==> config.mk <==
export PLATFORM = sky130hd
export DESIGN_NAME = indentation_level_tracker
export DESIGN_NICKNAME = d
export VERILOG_FILES = /design/src/hdl/ilt_pkg.sv /design/src/hdl/indentation_level_tracker.sv /design/src/hdl/ilt_front.sv /design/src/hdl/ilt_cmdq.sv /design/src/hdl/ilt_back.sv
export SDC_FILE = /design/constraint.sdc
export NUM_CORES = 1
export LEC_CHECK = 0
export BUFFER_PORTS_ARGS = -buffer_cell sky130_fd_sc_hd__buf_2
export CORE_MARGIN = 10
export CORE_UTILIZATION = 65
export DETAILED_ROUTE_END_ITERATION = 12
export HOLD_SLACK_MARGIN = 0.05
export PLACE_DENSITY = 0.86
export SKIP_LAST_GASP = 1
export SLEW_MARGIN = 40
export SYNTH_ARGS = -nofsm -noshare
export SYNTH_HDL_FRONTEND = slang
export SYNTH_SLANG_ARGS = --single-unit
==> constraint.sdc <==
create_clock -name clock -period 7.6 [get_ports clock]
set_input_delay 1.14 -clock clock [delete_from_list [all_inputs] [get_ports clock]]
set_output_delay 1.14 -clock clock [all_outputs]
set_load 0.03 [all_outputs]
==> src/hdl/ilt_pkg.sv <==
// ----------------------------------------------------------------------------
// ilt_pkg
// Shared types and codes of the indentation level tracker.
// ----------------------------------------------------------------------------
package ilt_pkg;

   localparam int LEVEL_W   = 8;
   localparam int LEVEL_MAX = 255;
   localparam int FUNC_W    = 2;
   localparam int KIND_W    = 3;
   localparam int OPEN_W    = 5;
   localparam int OP_W      = 2;
   localparam int CMDQ_DEPTH = 2;

   // item function codes
   localparam logic [FUNC_W-1:0] FUNC_WS      = 2'd0;
   localparam logic [FUNC_W-1:0] FUNC_CONTENT = 2'd1;
   localparam logic [FUNC_W-1:0] FUNC_BLANK   = 2'd2;

   // result kinds
   localparam logic [KIND_W-1:0] KIND_SAME      = 3'd0;
   localparam logic [KIND_W-1:0] KIND_INDENT    = 3'd1;
   localparam logic [KIND_W-1:0] KIND_DEDENT    = 3'd2;
   localparam logic [KIND_W-1:0] KIND_UNMATCHED = 3'd3;
   localparam logic [KIND_W-1:0] KIND_TABERR    = 3'd4;
   localparam logic [KIND_W-1:0] KIND_OVERFLOW  = 3'd5;
   localparam logic [KIND_W-1:0] KIND_HALTED    = 3'd6;

   // commands from front to back
   localparam logic [OP_W-1:0] OP_NOP    = 2'd0;  // result only when halted
   localparam logic [OP_W-1:0] OP_TABERR = 2'd1;
   localparam logic [OP_W-1:0] OP_LINE   = 2'd2;  // compare level with stack

   typedef struct packed {
      logic [OP_W-1:0]    op;
      logic [LEVEL_W-1:0] level;
   } cmd_type;

   typedef struct packed {
      logic [KIND_W-1:0] token_kind;
      logic              last;
      logic [OPEN_W-1:0] open_levels;
   } rsp_type;

endpackage

==> src/hdl/indentation_level_tracker.sv <==
// ----------------------------------------------------------------------------
// indentation_level_tracker
// Offside-rule indent/dedent generator over a stream of line-start items.
// ----------------------------------------------------------------------------
// Usage:
//  - Items go in on req_* (push/full). func 0 is one leading whitespace
//    character (req_is_tab picks tab or space), func 1 the first content
//    character of a line, func 2 the end of a blank or comment line.
//  - Results come out on rsp_* (empty/pop): kind, last-of-line flag, open
//    levels. Whitespace and blank lines give only halted or tab-error results.
//  - csr_we/csr_wdata set strict tab mode; write only while the block is idle.
//  - The front classifies an item in the cycle it is taken and pushes one
//    command into a two-entry queue; the back works through them in order.
//    A line end's command is registered in the queue, and its result in the
//    back's result register, before it shows on rsp_*. A dedent of N levels
//    pops the stack one level at a time (one stack memory read per level),
//    then makes a final compare and gives N results, one per popped level.
//  - When rsp_pop stays low the back stalls on its result register, the
//    command queue fills and req_full rises; nothing is dropped.
//  - Reset clears the stack count, the halt flag, the line measure and
//    strict mode. After any error every item returns a halted result until
//    the next reset.
// ----------------------------------------------------------------------------
module indentation_level_tracker #(
   parameter int TAB_WIDTH   = 8,
   parameter int STACK_DEPTH = 16
) (
   input  logic                         clock,
   input  logic                         reset,
   // input items
   input  logic                         req_push,
   output logic                         req_full,
   input  logic [ilt_pkg::FUNC_W-1:0]   req_func,
   input  logic                         req_is_tab,
   // results
   output logic                         rsp_empty,
   input  logic                         rsp_pop,
   output logic [ilt_pkg::KIND_W-1:0]   rsp_token_kind,
   output logic                         rsp_last,
   output logic [ilt_pkg::OPEN_W-1:0]   rsp_open_levels,
   // configuration
   input  logic                         csr_we,
   input  logic                         csr_wdata
);

   logic             cmdq_full;
   logic             cmd_push;
   ilt_pkg::cmd_type cmd_in;
   logic             cmd_pop;
   ilt_pkg::cmd_type cmd_out;
   logic             cmd_valid;
   ilt_pkg::rsp_type rsp;

   assign req_full = cmdq_full;

   // Front: whitespace measure and line classification.
   ilt_front #(
      .TAB_WIDTH (TAB_WIDTH)
   ) u_front (
      .clock      (clock),
      .reset      (reset),
      .req_push   (req_push),
      .req_func   (req_func),
      .req_is_tab (req_is_tab),
      .csr_we     (csr_we),
      .csr_wdata  (csr_wdata),
      .cmdq_full  (cmdq_full),
      .cmd_push   (cmd_push),
      .cmd        (cmd_in)
   );

   // Decouples the two halves so each can stall on its own.
   ilt_cmdq u_cmdq (
      .clock     (clock),
      .reset     (reset),
      .push      (cmd_push),
      .din       (cmd_in),
      .full      (cmdq_full),
      .pop       (cmd_pop),
      .dout      (cmd_out),
      .not_empty (cmd_valid)
   );

   // Back: level stack, dedent runs, errors and the result register.
   ilt_back #(
      .STACK_DEPTH (STACK_DEPTH)
   ) u_back (
      .clock     (clock),
      .reset     (reset),
      .cmd_valid (cmd_valid),
      .cmd       (cmd_out),
      .cmd_pop   (cmd_pop),
      .rsp_empty (rsp_empty),
      .rsp_pop   (rsp_pop),
      .rsp       (rsp)
   );

   assign rsp_token_kind  = rsp.token_kind;
   assign rsp_last        = rsp.last;
   assign rsp_open_levels = rsp.open_levels;

endmodule

==> src/hdl/ilt_front.sv <==
// ----------------------------------------------------------------------------
// ilt_front
// Measures leading whitespace and turns every item into a command.
// ----------------------------------------------------------------------------
module ilt_front #(
   parameter int TAB_WIDTH = 8
) (
   input  logic                         clock,
   input  logic                         reset,
   input  logic                         req_push,
   input  logic [ilt_pkg::FUNC_W-1:0]   req_func,
   input  logic                         req_is_tab,
   input  logic                         csr_we,
   input  logic                         csr_wdata,
   input  logic                         cmdq_full,
   output logic                         cmd_push,
   output ilt_pkg::cmd_type             cmd
);

   localparam int LW      = ilt_pkg::LEVEL_W;
   localparam int CLW     = $clog2(TAB_WIDTH + 1);
   localparam int SAT_COL = ilt_pkg::LEVEL_MAX % TAB_WIDTH;

   logic           strict_ff;
   logic [LW-1:0]  level_ff,    level_in;
   logic [CLW-1:0] col_ff,      col_in;      // level modulo tab width
   logic           has_ws_ff,   has_ws_in;
   logic           began_sp_ff, began_sp_in;
   logic           mix_ff,      mix_in;

   logic           began_sp;
   logic [LW:0]    add;
   logic [LW:0]    sum;
   logic [CLW-1:0] col_inc;

   assign cmd_push = req_push & ~cmdq_full;

   always_comb begin
      began_sp = has_ws_ff ? began_sp_ff : ~req_is_tab;
      if (!req_is_tab) begin
         add = (LW+1)'(1);
      end else if (strict_ff) begin
         add = (LW+1)'(TAB_WIDTH);
      end else begin
         add = (LW+1)'(TAB_WIDTH) - (LW+1)'(col_ff);
      end
      sum     = {1'b0, level_ff} + add;
      col_inc = col_ff + CLW'(1);

      level_in    = level_ff;
      col_in      = col_ff;
      has_ws_in   = has_ws_ff;
      began_sp_in = began_sp_ff;
      mix_in      = mix_ff;
      cmd.op      = ilt_pkg::OP_NOP;
      cmd.level   = level_ff;

      if (cmd_push) begin
         case (req_func)
            ilt_pkg::FUNC_WS: begin
               has_ws_in   = 1'b1;
               began_sp_in = began_sp;
               if (req_is_tab && strict_ff && began_sp) begin
                  mix_in = 1'b1;
               end
               if (sum > (LW+1)'(ilt_pkg::LEVEL_MAX)) begin
                  level_in = LW'(ilt_pkg::LEVEL_MAX);
                  col_in   = CLW'(SAT_COL);
               end else begin
                  level_in = sum[LW-1:0];
                  if (!req_is_tab) begin
                     col_in = (col_inc == CLW'(TAB_WIDTH)) ? '0 : col_inc;
                  end else if (!strict_ff) begin
                     col_in = '0;
                  end
               end
            end
            ilt_pkg::FUNC_CONTENT, ilt_pkg::FUNC_BLANK: begin
               level_in    = '0;
               col_in      = '0;
               has_ws_in   = 1'b0;
               began_sp_in = 1'b0;
               mix_in      = 1'b0;
               if (mix_ff) begin
                  cmd.op = ilt_pkg::OP_TABERR;
               end else if (req_func == ilt_pkg::FUNC_CONTENT) begin
                  cmd.op = ilt_pkg::OP_LINE;
               end
            end
            default: begin
            end
         endcase
      end
   end

   always_ff @(posedge clock) begin
      if (reset) begin
         strict_ff   <= 1'b0;
         level_ff    <= '0;
         col_ff      <= '0;
         has_ws_ff   <= 1'b0;
         began_sp_ff <= 1'b0;
         mix_ff      <= 1'b0;
      end else begin
         if (csr_we) begin
            strict_ff <= csr_wdata;
         end
         level_ff    <= level_in;
         col_ff      <= col_in;
         has_ws_ff   <= has_ws_in;
         began_sp_ff <= began_sp_in;
         mix_ff      <= mix_in;
      end
   end

endmodule

==> src/hdl/ilt_cmdq.sv <==
// ----------------------------------------------------------------------------
// ilt_cmdq
// Two-entry command queue between front and back.
// ----------------------------------------------------------------------------
module ilt_cmdq (
   input  logic             clock,
   input  logic             reset,
   input  logic             push,
   input  ilt_pkg::cmd_type din,
   output logic             full,
   input  logic             pop,
   output ilt_pkg::cmd_type dout,
   output logic             not_empty
);

   localparam int DEPTH = ilt_pkg::CMDQ_DEPTH;
   localparam int PW    = $clog2(DEPTH);
   localparam int NW    = $clog2(DEPTH + 1);

   ilt_pkg::cmd_type entry_ff [DEPTH];
   logic [PW-1:0]    wr_ptr_ff, wr_ptr_in;
   logic [PW-1:0]    rd_ptr_ff, rd_ptr_in;
   logic [NW-1:0]    fill_ff,   fill_in;
   logic             do_push, do_pop;

   assign full      = (fill_ff == NW'(DEPTH));
   assign not_empty = (fill_ff != '0);
   assign dout      = entry_ff[rd_ptr_ff];
   assign do_push   = push & ~full;
   assign do_pop    = pop & not_empty;

   always_comb begin
      wr_ptr_in = wr_ptr_ff;
      rd_ptr_in = rd_ptr_ff;
      fill_in   = fill_ff;
      if (do_push) begin
         wr_ptr_in = (wr_ptr_ff == PW'(DEPTH - 1)) ? '0 : wr_ptr_ff + PW'(1);
      end
      if (do_pop) begin
         rd_ptr_in = (rd_ptr_ff == PW'(DEPTH - 1)) ? '0 : rd_ptr_ff + PW'(1);
      end
      if (do_push && !do_pop) begin
         fill_in = fill_ff + NW'(1);
      end else if (!do_push && do_pop) begin
         fill_in = fill_ff - NW'(1);
      end
   end

   always_ff @(posedge clock) begin
      if (reset) begin
         wr_ptr_ff <= '0;
         rd_ptr_ff <= '0;
         fill_ff   <= '0;
      end else begin
         wr_ptr_ff <= wr_ptr_in;
         rd_ptr_ff <= rd_ptr_in;
         fill_ff   <= fill_in;
      end
   end

   always_ff @(posedge clock) begin
      if (do_push) begin
         entry_ff[wr_ptr_ff] <= din;
      end
   end

endmodule

==> src/hdl/ilt_back.sv <==
// ----------------------------------------------------------------------------
// ilt_back
// Level stack, dedent scan and result register.
// ----------------------------------------------------------------------------
module ilt_back #(
   parameter int STACK_DEPTH = 16
) (
   input  logic             clock,
   input  logic             reset,
   input  logic             cmd_valid,
   input  ilt_pkg::cmd_type cmd,
   output logic             cmd_pop,
   output logic             rsp_empty,
   input  logic             rsp_pop,
   output ilt_pkg::rsp_type rsp
);

   localparam int LW = ilt_pkg::LEVEL_W;
   localparam int OW = ilt_pkg::OPEN_W;
   localparam int CW = $clog2(STACK_DEPTH + 1);
   localparam int AW = $clog2(STACK_DEPTH);

   localparam logic [1:0] B_IDLE = 2'd0;
   localparam logic [1:0] B_SCAN = 2'd1;  // popping while level below top
   localparam logic [1:0] B_EMIT = 2'd2;  // one dedent result per free cycle

   logic [LW-1:0] level_stack [STACK_DEPTH];

   logic [1:0]    state_ff,  state_in;
   logic [CW-1:0] count_ff,  count_in;
   logic [LW-1:0] top_ff,    top_in;
   logic [LW-1:0] lvl_ff,    lvl_in;
   logic [CW-1:0] saved_ff,  saved_in;
   logic [CW-1:0] ecnt_ff,   ecnt_in;
   logic          halted_ff, halted_in;
   logic          out_valid_ff;
   ilt_pkg::rsp_type out_ff;
   logic [LW-1:0] rd_data_ff;

   logic          out_free;
   logic          emit;
   ilt_pkg::rsp_type emit_rsp;
   logic          wr_en;
   logic          rd_en;
   logic [AW-1:0] rd_addr;
   logic [LW-1:0] top_now;

   assign out_free  = ~out_valid_ff | rsp_pop;
   assign rsp_empty = ~out_valid_ff;
   assign rsp       = out_ff;
   assign rd_addr   = AW'(count_ff - CW'(2));
   assign top_now   = (count_ff == '0) ? '0 : rd_data_ff;

   always_comb begin
      state_in  = state_ff;
      count_in  = count_ff;
      top_in    = top_ff;
      lvl_in    = lvl_ff;
      saved_in  = saved_ff;
      ecnt_in   = ecnt_ff;
      halted_in = halted_ff;
      cmd_pop   = 1'b0;
      emit      = 1'b0;
      wr_en     = 1'b0;
      rd_en     = 1'b0;
      emit_rsp.token_kind  = ilt_pkg::KIND_SAME;
      emit_rsp.last        = 1'b1;
      emit_rsp.open_levels = OW'(count_ff);

      case (state_ff)
         B_IDLE: begin
            if (cmd_valid) begin
               if (halted_ff) begin
                  if (out_free) begin
                     cmd_pop = 1'b1;
                     emit    = 1'b1;
                     emit_rsp.token_kind = ilt_pkg::KIND_HALTED;
                  end
               end else begin
                  case (cmd.op)
                     ilt_pkg::OP_TABERR: begin
                        if (out_free) begin
                           cmd_pop   = 1'b1;
                           emit      = 1'b1;
                           halted_in = 1'b1;
                           emit_rsp.token_kind = ilt_pkg::KIND_TABERR;
                        end
                     end
                     ilt_pkg::OP_LINE: begin
                        if (cmd.level == top_ff) begin
                           if (out_free) begin
                              cmd_pop = 1'b1;
                              emit    = 1'b1;
                           end
                        end else if (cmd.level > top_ff) begin
                           if (out_free) begin
                              cmd_pop = 1'b1;
                              emit    = 1'b1;
                              if (count_ff == CW'(STACK_DEPTH)) begin
                                 halted_in = 1'b1;
                                 emit_rsp.token_kind = ilt_pkg::KIND_OVERFLOW;
                              end else begin
                                 wr_en    = 1'b1;
                                 count_in = count_ff + CW'(1);
                                 top_in   = cmd.level;
                                 emit_rsp.token_kind  = ilt_pkg::KIND_INDENT;
                                 emit_rsp.open_levels = OW'(count_ff + CW'(1));
                              end
                           end
                        end else begin
                           // dedent: pop the top now, read the entry below it
                           cmd_pop  = 1'b1;
                           lvl_in   = cmd.level;
                           saved_in = count_ff;
                           count_in = count_ff - CW'(1);
                           rd_en    = 1'b1;
                           state_in = B_SCAN;
                        end
                     end
                     default: begin
                        cmd_pop = 1'b1;
                     end
                  endcase
               end
            end
         end
         B_SCAN: begin
            if ((count_ff != '0) && (lvl_ff < top_now)) begin
               count_in = count_ff - CW'(1);
               rd_en    = 1'b1;
            end else if (lvl_ff == top_now) begin
               top_in   = top_now;
               ecnt_in  = saved_ff - CW'(1);
               state_in = B_EMIT;
            end else if (out_free) begin
               top_in    = top_now;
               emit      = 1'b1;
               halted_in = 1'b1;
               state_in  = B_IDLE;
               emit_rsp.token_kind = ilt_pkg::KIND_UNMATCHED;
            end
         end
         B_EMIT: begin
            if (out_free) begin
               emit = 1'b1;
               emit_rsp.token_kind  = ilt_pkg::KIND_DEDENT;
               emit_rsp.open_levels = OW'(ecnt_ff);
               emit_rsp.last        = (ecnt_ff == count_ff);
               if (ecnt_ff == count_ff) begin
                  state_in = B_IDLE;
               end else begin
                  ecnt_in = ecnt_ff - CW'(1);
               end
            end
         end
         default: begin
            state_in = B_IDLE;
         end
      endcase
   end

   always_ff @(posedge clock) begin
      if (reset) begin
         state_ff     <= B_IDLE;
         count_ff     <= '0;
         top_ff       <= '0;
         halted_ff    <= 1'b0;
         out_valid_ff <= 1'b0;
      end else begin
         state_ff  <= state_in;
         count_ff  <= count_in;
         top_ff    <= top_in;
         halted_ff <= halted_in;
         if (emit) begin
            out_valid_ff <= 1'b1;
         end else if (rsp_pop) begin
            out_valid_ff <= 1'b0;
         end
      end
   end

   always_ff @(posedge clock) begin
      lvl_ff   <= lvl_in;
      saved_ff <= saved_in;
      ecnt_ff  <= ecnt_in;
      if (emit) begin
         out_ff <= emit_rsp;
      end
   end

   always_ff @(posedge clock) begin
      if (wr_en) begin
         level_stack[count_ff[AW-1:0]] <= cmd.level;
      end
      if (rd_en) begin
         rd_data_ff <= level_stack[rd_addr];
      end
   end

`ifndef SYNTHESIS
   a_count_bound: assert property (@(posedge clock) disable iff (reset)
      count_ff <= CW'(STACK_DEPTH))
      else $error("level stack count above depth");

   a_halt_sticks: assert property (@(posedge clock) disable iff (reset)
      halted_ff |=> halted_ff)
      else $error("halt cleared without reset");

   a_no_overwrite: assert property (@(posedge clock) disable iff (reset)
      (out_valid_ff && !rsp_pop) |-> !emit)
      else $error("pending result overwritten");

   a_emit_range: assert property (@(posedge clock) disable iff (reset)
      (state_ff == B_EMIT) |-> (ecnt_ff >= count_ff && ecnt_ff < saved_ff))
      else $error("dedent counter out of range");

   a_scan_from_idle: assert property (@(posedge clock) disable iff (reset)
      (state_ff == B_IDLE && state_in == B_SCAN) |=> (count_ff == saved_ff - CW'(1)))
      else $error("dedent scan did not pop the top level");
`endif

endmodule

=== After elaboration in Yosys (flattened, before gate mapping) ===
Memory sizes are Yosys's and may differ from the RTL's. A register that Yosys moved wholly into a read port is not among the register bits.
Index checks and enable logic that the tools add are counted.

* Register bits: 64
* Memory bits (writable): 148
* Input port bits: 9
* Output and inout bits: 11
* Word-level logic and storage cells: 234
* Memories: 2

* $add $sub $neg: 12
* $lt $le $gt $ge: 3
* Equal/unequal tests: 31
* Muxes and demuxes: 128
* Bitwise operators: 10
* Reductions and logical operators: 28

{| class="wikitable"
|+ Memory list
! memory !! words !! width !! rd ports !! clocked after memory_dff !! write ports !! RTL line !! text
|-
| u_back.level_stack || 16 || 8 || 1 || 1 || 1 || ilt_back.sv:27 || <nowiki>logic [LW-1:0] level_stack [STACK_DEPTH];</nowiki>
|-
| u_cmdq.entry_ff || 2 || 10 || 1 || 1 || 1 || ilt_cmdq.sv:20 || <nowiki>ilt_pkg::cmd_type entry_ff [DEPTH];</nowiki>
|}

{| class="wikitable"
|+ Operators with widths
! operator !! count
|-
| $mux W8 || 13
|-
| $mux W5 || 17
|-
| $mux W1 || 47
|-
| $mux W2 || 17
|-
| $pmux W8 S2 || 2
|-
| $mux W3 || 10
|-
| $pmux W5 S2 || 3
|-
| $mux W9 || 2
|-
| $ne A2 B2 Y1 const B || 9
|-
| $eq A8 B8 Y1 || 2
|-
| $mux W4 || 4
|-
| $ne A2 B1 Y1 const B || 8
|-
| $pmux W1 S2 || 8
|-
| $sub A5 B1 Y5 const B || 3
|-
| $reduce_and A6 Y1 || 2
|-
| $reduce_bool A2 Y1 || 6
|-
| $reduce_and A10 Y1 || 1
|-
| $reduce_and A5 Y1 || 2
|-
| $add A8 B9 Y9 || 1
|-
| $gt A9 B8 Y1 const B || 1
|-
| $pmux W3 S3 || 1
|-
| $reduce_and A9 Y1 || 1
|-
| $eq A2 B2 Y1 const B || 4
|-
| $gt A8 B8 Y1 || 1
|-
| 29 further kinds || 47
|}

=== Longest topological paths before layout ===
* Word-level depth: 13
* Depth in mapped cells: 14
* Depth with buffers taken out: 12

=== Hierarchy ===
From an unflattened synthesis, not the netlist that was laid out.

* Cell total of the unflattened synthesis: 746
* Area, all modules: 10369.9 µm²

{| class="wikitable"
|+ By module, submodules not included
! module !! times used !! cells an instance !! area each (µm²) !! sequential area each (µm²)
|-
| ilt_back || 1 || 534 || 8157.8 || 5235.0
|-
| ilt_front || 1 || 156 || 1273.7 || 320.3
|-
| ilt_cmdq || 1 || 56 || 938.4 || 700.7
|}

=== Worst setup path before layout ===
Ideal clock, no wire load.

* Kind: flip-flop to flip-flop
* From: reg with a tool-made name
* To: reg u_back.rd_data_ff[0], read port of u_back.level_stack (enable)
* Setup time: 311 ps
* Arrival: 3376 ps
* Required time: 7289 ps
* Slack: 3913 ps
* Stages on the path, launching flop included: 8
* Path buffers: 1
* Period minus slack after synthesis: 3687 ps
* Cells stage by stage: dfxtp_1 clkbuf_1 mux2_2 ha_1 a21oi_1 a31oi_1 nor3_1 or2_2

{| class="wikitable"
|+ RTL lines
! element !! RTL line !! text
|-
| end, declared || ilt_back.sv:38 || <nowiki>logic [LW-1:0] rd_data_ff;</nowiki>
|}

==> metrics.txt <==
# TYPE chip_impl_metric gauge
chip_impl_metric{name="synth.lib_cells_used.distinct",unit=""} 69
chip_impl_metric{name="max_slew.worst_pin.slew",unit="ns"} 0.832
chip_impl_info{name="critical_path_class",value="reg2reg"} 1
chip_impl_metric{name="num_rows",unit=""} 46
chip_impl_info{name="worst_setup_path_start_kind",value="flop"} 1
chip_impl_metric{name="drt_first_iter_violations",unit=""} 767
chip_impl_metric{name="seqPwrFrac",unit=""} 0.410
chip_impl_metric{name="ctsLongestPathBuffers",unit=""} 3
chip_impl_info{name="clock_tree.root_cell",value="clkbuf_16"} 1
chip_impl_metric{name="clkTransAtPathRegs",unit="ns"} 0.06
chip_impl_metric{name="globalRouteOverflowTotal",unit=""} 0
chip_impl_metric{name="nNetsFinal",unit=""} 821
chip_impl_info{name="crit-reg2reg-capture",value="u_back.level_stack[6][0]$_DFFE_PP_"} 1
chip_impl_metric{name="async_set_or_reset_register_ratio_after_synthesis",unit=""} 0
chip_impl_metric{name="initial_core_util",unit=""} 0.660
chip_impl_metric{name="reg2regPathDepth",unit=""} 9
chip_impl_metric{name="arrival",unit="ns"} 4.17
chip_impl_info{name="crit_path_cell_trace",value="mux2_2, ha_1, o21a_1, a21oi_1, nor2_1, or2_1, nor4b_4, buf_4, and3_1"} 1
chip_impl_info{name="end_kind",value="flop"} 1
chip_impl_metric{name="leakage",unit="nW"} 4.04
chip_impl_metric{name="area_growth",unit="%"} 9.59
chip_impl_metric{name="cts_resizes",unit=""} 0
chip_impl_metric{name="yosysWarnings",unit=""} 0
chip_impl_metric{name="grt_pass1_wl",unit="mm"} 37.9
chip_impl_metric{name="core_region_area",unit="um^2"} 15800
chip_impl_metric{name="finalInstanceArea",unit="um^2"} 11400
chip_impl_metric{name="netSwitchingPower",unit="mW"} 1.26
chip_impl_metric{name="yosys_register_bits",unit=""} 221
chip_impl_info{name="cell_family_contributing_the_most_delay_on_the_critical_path",value="simple AND/OR/NAND/NOR gates"} 1
chip_impl_metric{name="comb_power_share",unit=""} 0.303
chip_impl_metric{name="seqCellArea",unit="um^2"} 6260
chip_impl_metric{name="peak_clock_frequency_supported_by_timing",unit="GHz"} 0.249
chip_impl_metric{name="numPlacedInstances",unit=""} 956
chip_impl_metric{name="route.detailed.vias_per_inst",unit=""} 6.75
chip_impl_metric{name="timing.max_slew.rel_slack",unit=""} 0.444
chip_impl_metric{name="ctsHoldBuffers",unit=""} 0
chip_impl_metric{name="postRouteAntennaNets",unit=""} 0
chip_impl_metric{name="critical-path-max-stage-delay",unit="ns"} 0.60
chip_impl_metric{name="die_h",unit="um"} 147
chip_impl_metric{name="finalHoldViolations",unit=""} 0
chip_impl_metric{name="mappedNetlistNets",unit=""} 804
chip_impl_metric{name="area_post_placement",unit="um^2"} 10700
chip_impl_metric{name="fraction_of_the_cycle_the_final_worst_path_needs",unit=""} 0.527
chip_impl_info{name="hold_path.class",value="reg2reg"} 1
chip_impl_metric{name="clockPowerShare",unit=""} 0.287
chip_impl_info{name="status",value="finished, final reports clean"} 1
chip_impl_metric{name="netlist_instances",unit=""} 748
chip_impl_metric{name="synthesis.area",unit="um^2"} 10400
chip_impl_metric{name="die_area",unit="um^2"} 21500
chip_impl_metric{name="postRouteWirelength",unit="mm"} 24.1
chip_impl_metric{name="cts-buffers-inserted",unit=""} 22
chip_impl_metric{name="worst-path-buf-inv",unit=""} 1
chip_impl_metric{name="path_depth",unit=""} 9
chip_impl_metric{name="first_global_vias",unit=""} 6654
chip_impl_metric{name="yosysSeqAreaShare",unit=""} 0.601
chip_impl_metric{name="worst_ep_required_time",unit="ns"} 7.76
chip_impl_metric{name="clk_latency",unit="ns"} 0.51
chip_impl_metric{name="power_density",unit="nW/um^2"} 331
chip_impl_info{name="crit_path_end",value="u_back.level_stack[6][0]$_DFFE_PP_"} 1
chip_impl_metric{name="post-cts-setup-buffers",unit=""} 0
chip_impl_metric{name="deepest_level_of_the_cts_h_tree",unit=""} 1
chip_impl_metric{name="ir_drop",unit="mV"} 0.210
chip_impl_metric{name="r2r_slack",unit="ns"} 3.59
chip_impl_metric{name="io_buffers",unit=""} 19
chip_impl_info{name="dominantRegCellSynth",value="edfxtp_1"} 1
chip_impl_metric{name="multi_input_area",unit="um^2"} 3890
chip_impl_metric{name="route.detailed.drc",unit=""} 0
chip_impl_metric{name="critical_path.max_fanout",unit=""} 19
chip_impl_metric{name="totalNegativeSetupSlack",unit="ns"} 0
chip_impl_metric{name="maxSlewViolCount",unit=""} 0
chip_impl_metric{name="fp.dieW",unit="um"} 147
chip_impl_info{name="grt_setup_unrepaired",value="no"} 1
chip_impl_metric{name="place_hpwl",unit="mm"} 15.4
chip_impl_metric{name="wl_per_cell",unit="um"} 24.2
chip_impl_metric{name="setup_viol_count_final",unit=""} 0
chip_impl_metric{name="synth_enable_flop_cells",unit=""} 183
chip_impl_metric{name="internal_power",unit="mW"} 2.52
chip_impl_info{name="cp_slowest_cell",value="dfxtp_1"} 1
chip_impl_metric{name="worst_clock_skew",unit="ns"} 0.0161
chip_impl_metric{name="top_level_ports",unit=""} 20
chip_impl_metric{name="layout.filler_cells",unit=""} 981
chip_impl_info{name="tritoncts_clock_tree",value="done"} 1
chip_impl_metric{name="p_sw_frac",unit=""} 0.333
chip_impl_metric{name="clock-sinks",unit=""} 221
chip_impl_metric{name="vias",unit=""} 6720
chip_impl_metric{name="finish.cell_count_without_fillers",unit=""} 996
chip_impl_metric{name="initial_antenna_violation_count",unit=""} 0
chip_impl_metric{name="global_route.usage.total",unit=""} 0.221
chip_impl_metric{name="grt_start_max_net_pins",unit=""} 41
chip_impl_metric{name="power",unit="mW"} 3.77
chip_impl_metric{name="min_period",unit="ns"} 4.01
chip_impl_metric{name="smallest_hold_slack",unit="ns"} 0.487
chip_impl_metric{name="post_route_cells_drive_above_1_share",unit=""} 0.165
chip_impl_metric{name="detail_route.first_pass.iterations",unit=""} 8
chip_impl_metric{name="syn_avg_cell_area",unit="um^2"} 13.9
chip_impl_metric{name="max_cap_viols",unit=""} 0
chip_impl_metric{name="place.gp.congestion",unit=""} 0.912
chip_impl_metric{name="num_antenna_cells",unit=""} 0
==> placed cells by master, fill, tap and decap left out, types with 4 or more instances in the layout <==
cell type	n
mux2_2	11
o211ai_1	6
clkinv_2	5
dfxtp_1	37
o31ai_1	4
buf_4	4
a221oi_1	9
a21oi_1	32
o21ai_1	14
or3_1	6
nor2b_1	8
mux4_2	39
nand3_1	11
ha_1	45
buf_2	19
edfxtp_1	183
o21ai_0	22
inv_1	38
a22oi_1	8
and3_1	22
xor2_1	10
o21a_1	6
xnor2_1	11
nor3_1	10
nand4_1	6
a211oi_1	12
clkbuf_16	22
nand2_1	43
nand2b_1	5
mux2i_1	12
nor2_1	50
==> power groups by stage <==
stage | sequential (mW) | combinational (mW) | clock (mW)
after floorplan | 1.57 | 0.785 | 0
after global placement | 1.56 | 1.03 | 0
after detailed placement | 1.57 | 1.08 | 0
after CTS | 1.55 | 1.11 | 1.09
after global routing | 1.55 | 1.22 | 1.15
final | 1.55 | 1.14 | 1.08
==> state kept, by name (all words and copies together), names as in the netlist, named ones only <==
signal,count
u_front.has_ws_ff,1
u_front.col_ff,4
u_back.state_ff,2
u_cmdq.wr_ptr_ff,1
u_back.level_stack,128
u_back.top_ff,8
u_front.level_ff,8
u_back.ecnt_ff,5
u_front.began_sp_ff,1
u_back.rd_data_ff,8
u_back.halted_ff,1
u_back.rsp,9
u_back.saved_ff,5
u_back.out_valid_ff,1
u_front.strict_ff,1
u_cmdq.fill_ff,2
u_cmdq.rd_ptr_ff,1
u_cmdq.entry_ff,20
u_front.mix_ff,1
u_back.lvl_ff,8
u_back.count_ff,5
==> per-layer routing <==
layer / wire length (um) / part of all wire / up-vias / global-route usage
met5: 0 / 0 / - / 0.0118
met4: 1090 / 0.045 / 0 / 0.0901
met3: 2250 / 0.093 / 124 / 0.0396
met2: 11600 / 0.48 / 426 / 0.356
met1: 9160 / 0.38 / 3254 / 0.292
li1: - / - / 2916 / -
==> how the worst min path moves through the flow <==
stage                                          start                          endpoint  slack [ns]  depth (start not counted)
detailed placement  u_front.level_ff[4]$_SDFFE_PP0P_  u_front.level_ff[4]$_SDFFE_PP0P_        0.48                          2
CTS                 u_front.level_ff[4]$_SDFFE_PP0P_  u_front.level_ff[4]$_SDFFE_PP0P_        0.49                          2
global placement       u_back.top_ff[0]$_SDFFE_PP0P_     u_back.top_ff[0]$_SDFFE_PP0P_        0.47                          2
finish              u_front.level_ff[4]$_SDFFE_PP0P_  u_front.level_ff[4]$_SDFFE_PP0P_        0.49                          2
global route        u_front.level_ff[7]$_SDFFE_PP0P_  u_front.level_ff[7]$_SDFFE_PP0P_        0.51                          2
floorplan            u_back.count_ff[4]$_SDFFE_PP0P_      u_back.saved_ff[4]$_DFFE_PP_        0.41                          0
==> worst reg2reg max path, delay by kind of cell, from the launching register on <==
kind	cells	cell delay [ns]
adder cells (fa/ha/maj)	1	0.44
multiplexers	1	0.58
AO/OA/AOI/OAI	2	0.28
AND/OR/NAND/NOR	4	1.51
flip-flops	1	0.60
buffers and inverters	1	0.27
==> Yosys cell counts (3+ instances only) <==
cell      number  area, um^2
a22oi_1        8        60.1
mux2i_1       12         120
and3_1        22         138
mux4_2        39         878
o211ai_1       6        45.0
buf_1          3        11.3
clkbuf_1      14        52.6
nor2b_1        9        56.3
o21ai_1       14        70.1
nand2b_1       5        31.3
nand3_1       11        55.1
a31oi_1        3        18.8
a21o_1         3        22.5
or2_2          3        18.8
o31ai_1        4        30.0
a221oi_1       9        78.8
xnor2_1       11        96.3
nand4_1        6        37.5
o21a_1         6        45.0
ha_1          46         576
xor2_1        11        96.3
inv_1         38         143
or3_1          6        37.5
nand2_1       43         161
mux2_2        11         124
nor3_1        11        55.1
buf_2          9        45.0
edfxtp_1     183        5500
a211oi_1      12        90.1
dfxtp_1       38         761
a21oi_1       33         165
nor2_1        51         191
o21ai_0       22         110
==> kinds of logic after synthesis <==
kind of cell               share of synthesized area
buffers and inverters                         0.0278
xor gates and xnor gates                      0.0185
AOI/OAI and AO/OA                             0.0963
adders and majority gates                     0.0572
DFF                                            0.601
muxes                                          0.110
and+or+nand+nor                               0.0888
==> area by class of cell <==
cell class / instances / share of cell area
flip-flops and latches: 221 / 0.549
well taps: 216 / 0.0237
repair buffers: 23 / 0.0110
clock inverters: 15 / 0.0146
clock buffers: 24 / 0.0489
multi-input cells: 459 / 0.341
inverters: 38 / 0.0125
==> per-stage QoR <==
stage | worst slack (ns) | utilization
after floorplan | 3.91 | -
after global placement | 3.78 | 0.676
after detailed placement | 3.49 | 0.676
after CTS | 3.39 | 0.722
after global routing | 3.41 | 0.723
final | 3.59 | 0.723
Power figures use the tool's default switching activity.
